==> config.mk <==
export PLATFORM = sky130hd
export DESIGN_NAME = wlan_frame_command_parser_unit
export DESIGN_NICKNAME = d
export VERILOG_FILES = /design/src/wfcp_pkg.sv /design/src/wfcp_hdr_len.sv /design/src/wfcp_capture.sv /design/src/wlan_frame_command_parser_unit.sv
export SDC_FILE = /design/constraint.sdc
export NUM_CORES = 1
export LEC_CHECK = 0
export BUFFER_PORTS_ARGS = -buffer_cell sky130_fd_sc_hd__buf_2
export CORE_MARGIN = 2
export CORE_UTILIZATION = 27
export DETAILED_ROUTE_END_ITERATION = 16
export GPL_TIMING_DRIVEN = 0
export PLACE_DENSITY_LB_ADDON = 0.1
export SLEW_MARGIN = 20
export SYNTH_ARGS = -nofsm -noshare
export SYNTH_HDL_FRONTEND = slang
export SYNTH_SLANG_ARGS = --single-unit
export TNS_END_PERCENT = 10
==> constraint.sdc <==
create_clock -name i_clk -period 4.2 [get_ports i_clk]
set_input_delay 0.42 -clock i_clk [delete_from_list [all_inputs] [get_ports i_clk]]
set_output_delay 0.42 -clock i_clk [all_outputs]
set_load 0.005 [all_outputs]
==> src/wfcp_pkg.sv <==
// Shared types and constants for the WLAN frame command parser.
package wfcp_pkg;

    // Body marker and command codes
    localparam logic [7:0] BODY_MARK = 8'hdd;
    localparam logic [7:0] CMD_START = 8'h01;
    localparam logic [7:0] CMD_RESET = 8'h02;
    localparam logic [7:0] CMD_STOP  = 8'h03;

    // Result actions
    localparam logic [1:0] ACT_NONE  = 2'd0;
    localparam logic [1:0] ACT_START = 2'd1;
    localparam logic [1:0] ACT_RESET = 2'd2;
    localparam logic [1:0] ACT_STOP  = 2'd3;

    // Frame control type field
    localparam logic [1:0] FT_MGMT = 2'd0;
    localparam logic [1:0] FT_CTRL = 2'd1;
    localparam logic [1:0] FT_DATA = 2'd2;

    // Control subtypes with non-minimal header
    localparam logic [3:0] SUB_CTRL_LONG = 4'd12;
    localparam logic [3:0] SUB_PS_POLL   = 4'd10;
    localparam logic [3:0] SUB_RTS       = 4'd11;

    // Header length pieces (bytes)
    localparam int HL_BITS     = 6;
    localparam int HL_FULL     = 24;
    localparam int HL_MID      = 16;
    localparam int HL_SHORT    = 10;
    localparam int HL_ADDR4    = 6;
    localparam int HL_QOS      = 2;
    localparam int HL_HTC      = 4;

    // Body layout: marker, command, then 8 bytes of elapsed time
    localparam int BODY_CTRL_LEN  = 2;
    localparam int BODY_START_LEN = 10;

    typedef logic [HL_BITS-1:0] t_hdr_len;

    // One byte moving from the input register into the frame state
    typedef struct packed {
        logic       adv;
        logic       last;
        logic [7:0] data;
    } t_step;

    // Frame fields as they stand after the current byte
    typedef struct packed {
        logic [7:0]  marker;
        logic [7:0]  command;
        logic [63:0] elapsed;
        t_hdr_len    hl;
    } t_frame_view;

endpackage

==> src/wfcp_hdr_len.sv <==
// MAC header length decode from the frame control word (0 = reserved type).
module wfcp_hdr_len (
    input  logic [15:0]         i_fc,
    output wfcp_pkg::t_hdr_len  o_hl
);
    import wfcp_pkg::*;

    logic [3:0] w_sub;

    assign w_sub = i_fc[7:4];

    always_comb begin
        o_hl = '0;
        case (i_fc[3:2])
            FT_MGMT: begin
                o_hl = t_hdr_len'(HL_FULL);
            end
            FT_CTRL: begin
                if (w_sub == SUB_CTRL_LONG) begin
                    o_hl = t_hdr_len'(HL_FULL);
                end else if (w_sub inside {SUB_PS_POLL, SUB_RTS}) begin
                    o_hl = t_hdr_len'(HL_MID);
                end else begin
                    o_hl = t_hdr_len'(HL_SHORT);
                end
            end
            FT_DATA: begin
                o_hl = t_hdr_len'(HL_FULL)
                     + ((i_fc[9:8] == 2'b11) ? t_hdr_len'(HL_ADDR4) : '0)
                     + (i_fc[7]              ? t_hdr_len'(HL_QOS)   : '0)
                     + (i_fc[15]             ? t_hdr_len'(HL_HTC)   : '0);
            end
            default: begin
                o_hl = '0;
            end
        endcase
    end

endmodule

==> src/wfcp_capture.sv <==
// Per-frame byte counter and capture of frame control, marker, command, elapsed time.
module wfcp_capture #(
    parameter int COUNT_BITS = 12
) (
    input  logic                   i_clk,
    input  logic                   i_rst_n,
    input  wfcp_pkg::t_step        i_step,
    output logic [COUNT_BITS-1:0]  o_pos,
    output wfcp_pkg::t_frame_view  o_view
);
    import wfcp_pkg::*;

    localparam logic [COUNT_BITS-1:0] COUNT_MAX = {COUNT_BITS{1'b1}};

    logic [COUNT_BITS-1:0] r_count;
    logic [15:0]           r_fc;
    logic [7:0]            r_marker;
    logic [7:0]            r_command;
    logic [63:0]           r_elapsed;

    logic [15:0]           n_fc;
    logic [7:0]            n_marker;
    logic [7:0]            n_command;
    logic [63:0]           n_elapsed;

    t_hdr_len              w_hl;
    logic [COUNT_BITS-1:0] w_hl_z;
    logic [COUNT_BITS-1:0] w_off;
    logic                  w_in_body;
    logic [2:0]            w_lane;

    wfcp_hdr_len u_hdr_len (
        .i_fc (r_fc),
        .o_hl (w_hl)
    );

    assign w_hl_z    = {{(COUNT_BITS-HL_BITS){1'b0}}, w_hl};
    assign w_in_body = (r_count >= COUNT_BITS'(2)) && (w_hl != '0) && (r_count >= w_hl_z);
    assign w_off     = r_count - w_hl_z;
    // body offsets 2..9 map onto byte lanes 0..7
    assign w_lane    = w_off[2:0] - 3'd2;

    always_comb begin
        n_fc      = r_fc;
        n_marker  = r_marker;
        n_command = r_command;
        n_elapsed = r_elapsed;
        if (r_count == '0) begin
            n_fc[7:0] = i_step.data;
        end else if (r_count == COUNT_BITS'(1)) begin
            n_fc[15:8] = i_step.data;
        end else if (w_in_body) begin
            if (w_off == '0) begin
                n_marker = i_step.data;
            end else if (w_off == COUNT_BITS'(1)) begin
                n_command = i_step.data;
            end else if (w_off < COUNT_BITS'(BODY_START_LEN)) begin
                n_elapsed = r_elapsed | ({56'd0, i_step.data} << {w_lane, 3'b000});
            end
        end
    end

    always_ff @(posedge i_clk) begin
        if (!i_rst_n) begin
            r_count   <= '0;
            r_fc      <= '0;
            r_marker  <= '0;
            r_command <= '0;
            r_elapsed <= '0;
        end else if (i_step.adv) begin
            if (i_step.last) begin
                r_count   <= '0;
                r_fc      <= '0;
                r_marker  <= '0;
                r_command <= '0;
                r_elapsed <= '0;
            end else begin
                if (r_count != COUNT_MAX) begin
                    r_count <= r_count + COUNT_BITS'(1);
                end
                r_fc      <= n_fc;
                r_marker  <= n_marker;
                r_command <= n_command;
                r_elapsed <= n_elapsed;
            end
        end
    end

    assign o_pos          = r_count;
    assign o_view.marker  = n_marker;
    assign o_view.command = n_command;
    assign o_view.elapsed = n_elapsed;
    assign o_view.hl      = w_hl;

    a_clear_after_last: assert property (@(posedge i_clk) disable iff (!i_rst_n)
        i_step.adv && i_step.last |=> r_count == '0 && r_fc == '0 && r_elapsed == '0)
        else $error("frame state not cleared after last byte");

endmodule

==> src/wlan_frame_command_parser_unit.sv <==
// Top level: 802.11 frame byte stream in, one command result per frame out.
//
// Path: a frame's last byte passes the input register, then loads the result
//   register once that register is free.
// Throughput: one byte per cycle; the input side stalls only when the last byte
//   of a frame waits for a result register that is still held by m_tready low.
// Reset: i_rst_n synchronous, active low; clears valids and all frame state.
module wlan_frame_command_parser_unit #(
    parameter int COUNT_BITS = 12
) (
    input  logic        i_clk,
    input  logic        i_rst_n,
    // receive byte stream
    input  logic        s_tvalid,
    output logic        s_tready,
    input  logic [7:0]  s_tdata,   // [7:0] data_byte
    input  logic        s_tlast,   // last_byte
    // result stream
    output logic        m_tvalid,
    input  logic        m_tready,
    output logic [71:0] m_tdata    // [1:0] action, [65:2] elapsed_time, [71:66] zero
);
    import wfcp_pkg::*;

    // input register
    logic        r_in_valid;
    logic        r_in_last;
    logic [7:0]  r_in_data;

    // result register
    logic        r_out_valid;
    logic [1:0]  r_out_action;
    logic [63:0] r_out_elapsed;

    logic        w_out_free;
    logic        w_adv;
    logic        w_s_xact;

    t_step                 w_step;
    t_frame_view           w_view;
    logic [COUNT_BITS-1:0] w_pos;
    logic [COUNT_BITS-1:0] w_hl_z;

    logic [1:0]  n_action;
    logic [63:0] n_elapsed;

    // Non-last bytes always move on; the last byte needs the result slot free.
    assign w_out_free = !r_out_valid || m_tready;
    assign w_adv      = r_in_valid && (!r_in_last || w_out_free);
    assign s_tready   = !r_in_valid || w_adv;
    assign w_s_xact   = s_tvalid && s_tready;

    always_ff @(posedge i_clk) begin
        if (!i_rst_n) begin
            r_in_valid <= 1'b0;
        end else if (w_s_xact) begin
            r_in_valid <= 1'b1;
        end else if (w_adv) begin
            r_in_valid <= 1'b0;
        end
    end

    always_ff @(posedge i_clk) begin
        if (w_s_xact) begin
            r_in_data <= s_tdata;
            r_in_last <= s_tlast;
        end
    end

    assign w_step.adv  = w_adv;
    assign w_step.last = r_in_last;
    assign w_step.data = r_in_data;

    wfcp_capture #(
        .COUNT_BITS (COUNT_BITS)
    ) u_capture (
        .i_clk   (i_clk),
        .i_rst_n (i_rst_n),
        .i_step  (w_step),
        .o_pos   (w_pos),
        .o_view  (w_view)
    );

    // Decision on the last byte. w_pos is the byte's index, so frame length is
    // w_pos + 1; "length >= hl + n" is written as "w_pos >= hl + n - 1".
    assign w_hl_z = {{(COUNT_BITS-HL_BITS){1'b0}}, w_view.hl};

    always_comb begin
        n_action  = ACT_NONE;
        n_elapsed = '0;
        if ((w_pos >= COUNT_BITS'(1)) && (w_view.hl != '0)
                && (w_pos >= w_hl_z + COUNT_BITS'(BODY_CTRL_LEN - 1))
                && (w_view.marker == BODY_MARK)) begin
            case (w_view.command)
                CMD_START: begin
                    if (w_pos >= w_hl_z + COUNT_BITS'(BODY_START_LEN - 1)) begin
                        n_action  = ACT_START;
                        n_elapsed = w_view.elapsed;
                    end
                end
                CMD_RESET: begin
                    n_action = ACT_RESET;
                end
                CMD_STOP: begin
                    n_action = ACT_STOP;
                end
                default: begin
                    n_action = ACT_NONE;
                end
            endcase
        end
    end

    // result register: loaded by the last byte of each frame
    always_ff @(posedge i_clk) begin
        if (!i_rst_n) begin
            r_out_valid <= 1'b0;
        end else if (w_adv && r_in_last) begin
            r_out_valid <= 1'b1;
        end else if (m_tready) begin
            r_out_valid <= 1'b0;
        end
    end

    always_ff @(posedge i_clk) begin
        if (w_adv && r_in_last) begin
            r_out_action  <= n_action;
            r_out_elapsed <= n_elapsed;
        end
    end

    assign m_tvalid = r_out_valid;
    assign m_tdata  = {6'd0, r_out_elapsed, r_out_action};

    a_mid_frame_flows: assert property (@(posedge i_clk) disable iff (!i_rst_n)
        r_in_valid && !r_in_last |-> w_adv)
        else $error("mid-frame byte stalled");

    a_elapsed_only_start: assert property (@(posedge i_clk) disable iff (!i_rst_n)
        r_out_valid && r_out_action != ACT_START |-> r_out_elapsed == '0)
        else $error("elapsed time on non-start result");

    a_last_gives_result: assert property (@(posedge i_clk) disable iff (!i_rst_n)
        w_adv && r_in_last |=> r_out_valid)
        else $error("last byte produced no result");

endmodule

==> results.json <==
{
  "layout_common_cells": "nand2_1, dfxtp_1, buf_2, edfxtp_1, o21ai_0",
  "finalCritPeriodShare_pct": 97.52,
  "gr-total-overflow": 0,
  "cts_hold_buf": 0,
  "drt_iter0_drc": 480,
  "vias_per_cell": 5.183,
  "tightest_slew_ns": 1.159,
  "synthArstFlopShare_pct": 0,
  "die_y_um": 181.3,
  "pwr-share-seq_pct": 48.9,
  "num-nets-final": 975,
  "grt_setup_unrepaired": "yes",
  "start_util_pct": 27.59,
  "final_layout_size_suffix_gt1_share_pct": 27.06,
  "synth.avg_cell_area_um2": 10.26,
  "ys_warn_count": 0,
  "synth_top_family_by_area": "simple AND/OR/NAND/NOR gates",
  "antenna_cells": 0,
  "endpoint_kind": "flop",
  "ys.flop_type": "dfxtp_1",
  "hold_violations": 0,
  "crit_required_ns": 4.46,
  "p_int_uw": 2831,
  "place.gp.congestion": 0.8210,
  "io_buffers": 80,
  "antenna_found_initial": 0,
  "area_growth_pct": 28.05,
  "synthAdderAreaFrac_pct": 2.595,
  "finalSetupViolCount": 0,
  "holdPathEnd": "r_in_data[0]",
  "rrSetupSlack_ns": 0.10,
  "cts_tree": "done",
  "worstPathArrival_ns": 4.36,
  "die_x_um": 181.3,
  "maxSlewViolCount": 0,
  "hold_path.class": "in2reg",
  "grt_pass1_wl_um": 42880,
  "ir_worst_vdd_mv": 0.2418,
  "hpwlAfterDp_um": 19740,
  "powerDensity_mw_per_mm2": 347.4,
  "cellLeakagePower_uw": 0.003802,
  "finalWirelength_um": 28420,
  "critPathMaxStageDelay_ns": 0.44,
  "critPathBufInv": 6,
  "grt_max_degree": 35,
  "hold-path-cell-count": 1,
  "synth-edff-count": 75,
  "worstSetupPathType": "reg2reg",
  "via_count": 7012,
  "p_comb_share_pct": 6.3,
  "dieArea_mm2": 0.03286,
  "core-area_mm2": 0.03075,
  "ys_seq_area_share_pct": 50.85,
  "ys_ff_latch": 178,
  "reg2reg_depth": 20,
  "worst_setup_path_start_kind": "flop",
  "cts_num_sinks": 178,
  "crit_family": "simple AND/OR/NAND/NOR gates",
  "rr_endpoint": "r_out_elapsed[32]",
  "ant_nets": 0,
  "drtPass1Iterations": 5,
  "grt_pass1_vias": 6700,
  "syn_inst": 827,
  "root_buffer": "clkbuf_16",
  "synth_compound_area_share_pct": 17.76,
  "total_power_uw": 3774,
  "cpMaxStageDelayCell": "or4_4",
  "slew_headroom_pct": 22.71,
  "switchingPower_uw": 943.7,
  "cp_max_fo": 10,
  "maxCapViolations": 0,
  "skew_ns": 0.01893,
  "timing.fmax_mhz": 244.2,
  "synth_cell_types": 63,
  "grtUsageTotal_pct": 17.30,
  "clk_pin_slew_ns": 0.07,
  "rows": 64,
  "syn_area_mm2": 0.008484,
  "p_sw_share_pct": 25.00,
  "synthMuxAreaShare_pct": 0.3687,
  "dpl.cell_count": 1309,
  "hp-start": "s_tdata[0]",
  "instances_no_fill": 1353,
  "status": "completed",
  "p_clk_share_pct": 44.8,
  "fin_crit_ns": 4.096,
  "numCtsBuffers": 17,
  "layout_commonest_cell": "nand2_1",
  "r2r_start": "u_capture.r_fc[8]",
  "worstPathCellList": "nand2_2 > inv_1 > ha_1 > inv_1 > fa_2 > nor2b_4 > nor2_2 > nor2_4 > ha_4 > buf_6 > or3_1 > o221ai_2 > xor2_2 > buf_4 > nand3_2 > or4_4 > o2bb2ai_4 > buf_12 > buf_12 > nor4_4",
  "route.detailed.drc": 0,
  "fillers": 3212,
  "wire_per_inst_um": 21.01,
  "synth_xor_xnor_area_share_pct": 1.342,
  "synth_simple_gate_area_share_pct": 21.66,
  "clk-insertion-delay-late_ns": 0.44,
  "io_pins": 87,
  "cts_max_level": 4,
  "clockBufferDepth": 2
}
-- Yosys cell counts, types with 2 or more instances --
| master | instances | area share (%) |
|---|---|---|
| and3_1 | 3 | 0.22 |
| nand2b_1 | 4 | 0.29 |
| nor4_1 | 27 | 2.0 |
| mux2i_1 | 2 | 0.24 |
| nand2_1 | 107 | 4.7 |
| buf_4 | 8 | 0.71 |
| nor2_1 | 36 | 1.6 |
| a21oi_1 | 11 | 0.65 |
| nand4_1 | 9 | 0.66 |
| nor4b_1 | 6 | 0.62 |
| clkbuf_1 | 47 | 2.1 |
| or4_1 | 2 | 0.18 |
| o211ai_1 | 3 | 0.27 |
| conb_1 | 2 | 0.089 |
| a41oi_1 | 63 | 6.5 |
| a22oi_1 | 11 | 0.97 |
| buf_6 | 6 | 0.80 |
| o22ai_1 | 17 | 1.3 |
| o21ai_1 | 11 | 0.65 |
| a211oi_1 | 2 | 0.18 |
| and4_1 | 3 | 0.31 |
| nor3b_1 | 5 | 0.44 |
| o21ai_0 | 63 | 3.7 |
| a21o_1 | 4 | 0.35 |
| nor4_2 | 44 | 6.5 |
| buf_2 | 13 | 0.77 |
| inv_1 | 20 | 0.88 |
| dfxtp_1 | 103 | 24 |
| ha_1 | 16 | 2.4 |
| o21a_1 | 7 | 0.62 |
| xnor2_1 | 6 | 0.62 |
| nor2b_1 | 19 | 1.4 |
| or3_1 | 6 | 0.44 |
| and2_1 | 4 | 0.29 |
| xor2_1 | 7 | 0.72 |
| a31oi_1 | 3 | 0.22 |
| nand4b_1 | 4 | 0.41 |
| nand3_1 | 18 | 1.1 |
| a21boi_0 | 4 | 0.35 |
| nor3_1 | 4 | 0.24 |
| edfxtp_1 | 75 | 27 |
-- cell type report --
type                       count  area (µm²)  share of cell area (%)
multi-input combinational    558        4322                   39.78
timing repair buffer          97       585.6                   5.390
tap                          396       495.5                   4.561
inverter                      21       81.33                  0.7486
clock inverter                14       173.9                   1.601
clock buffer                  17       425.4                   3.916
buffer                        72       464.2                   4.273
sequential                   178        4317                   39.73
-- through the flow --
stage	area (µm²)	setup TNS (ns)	utilization (%)	worst slack, ns	hold WS (ns)
after CTS	10200	-0.2971	33.18	-0.03884	0.1359
final	10860	0	35.33	0.1043	0.1475
after floorplan	8503	0	-	0.1961	0.4250
after detailed placement	9425	-78.48	30.65	-0.8569	0.4405
after global routing	10860	-0.5344	35.33	-0.06121	0.1400
after global placement	9399	-103.05	30.57	-1.221	0.4337
-- power groups by stage --
stage	registers, µW	clock network [µW]	logic (µW)
floorplan	1880	0	119
global placement	1890	0	229
detailed placement	1880	0	231
CTS	1840	1730	233
global route	1850	1790	259
finish	1840	1690	239
-- worst max-delay path by stage --
stage / from / end / slack [ns] / depth (start not counted)
floorplan: u_capture.r_fc[9] / r_out_elapsed[26] / 0.20 / 18
global placement: u_capture.r_fc[8] / r_out_elapsed[55] / -1.22 / 18
detailed placement: u_capture.r_fc[8] / r_out_elapsed[55] / -0.86 / 18
CTS: u_capture.r_fc[8] / r_out_elapsed[57] / -0.04 / 19
global route: u_capture.r_fc[9] / r_out_elapsed[46] / -0.06 / 20
finish: u_capture.r_fc[8] / r_out_elapsed[32] / 0.10 / 20
-- sequential cells by signal (all words and copies together) (netlist names), 2 cells and up --
signal	count
u_capture.o_pos	12
u_capture.r_fc	9
u_capture.r_marker	8
u_capture.r_command	8
r_in_data	8
u_capture.r_elapsed	64
r_out_action	2
r_out_elapsed	64
-- worst register-to-register path, cell delays in order (launching register included) --
cell       delay, ns
dfxtp_2         0.34
nand2_2         0.07
inv_1           0.06
ha_1            0.13
inv_1           0.05
fa_2            0.35
nor2b_4         0.14
nor2_2          0.06
nor2_4          0.16
ha_4            0.24
buf_6           0.14
or3_1           0.32
o221ai_2        0.09
xor2_2          0.28
buf_4           0.17
nand3_2         0.07
or4_4           0.44
o2bb2ai_4       0.19
buf_12          0.19
buf_12          0.16
nor4_4          0.27
-- metal layers --
layer / track usage (%) / up-vias / part of all wire (%)
met2: 27.60 / 156 / 46
li1: - / 3384 / -
met4: 4.715 / 0 / 1.6
met5: 0 / - / 0
met3: 2.620 / 31 / 3.4
met1: 24.33 / 3441 / 49
-- what timing repair did --
action	CTS	global route
setup endpoints to repair	138	131
gates cloned	0	3
pin swaps	4	33
buffers inserted	4	9
resized for setup	30	109
-- kinds of logic (layout without fill, tap and decap cells) --
family	Yosys count	in the layout
and+or+nand+nor	304	304
AOI/OAI and AO/OA	214	214
DFF	178	178
buffers and inverters	96	221
adders and majority gates	17	17
xor gates and xnor gates	13	13
muxes	3	3
other	2	7
Note: power is estimated with default switching activity, not from simulation.
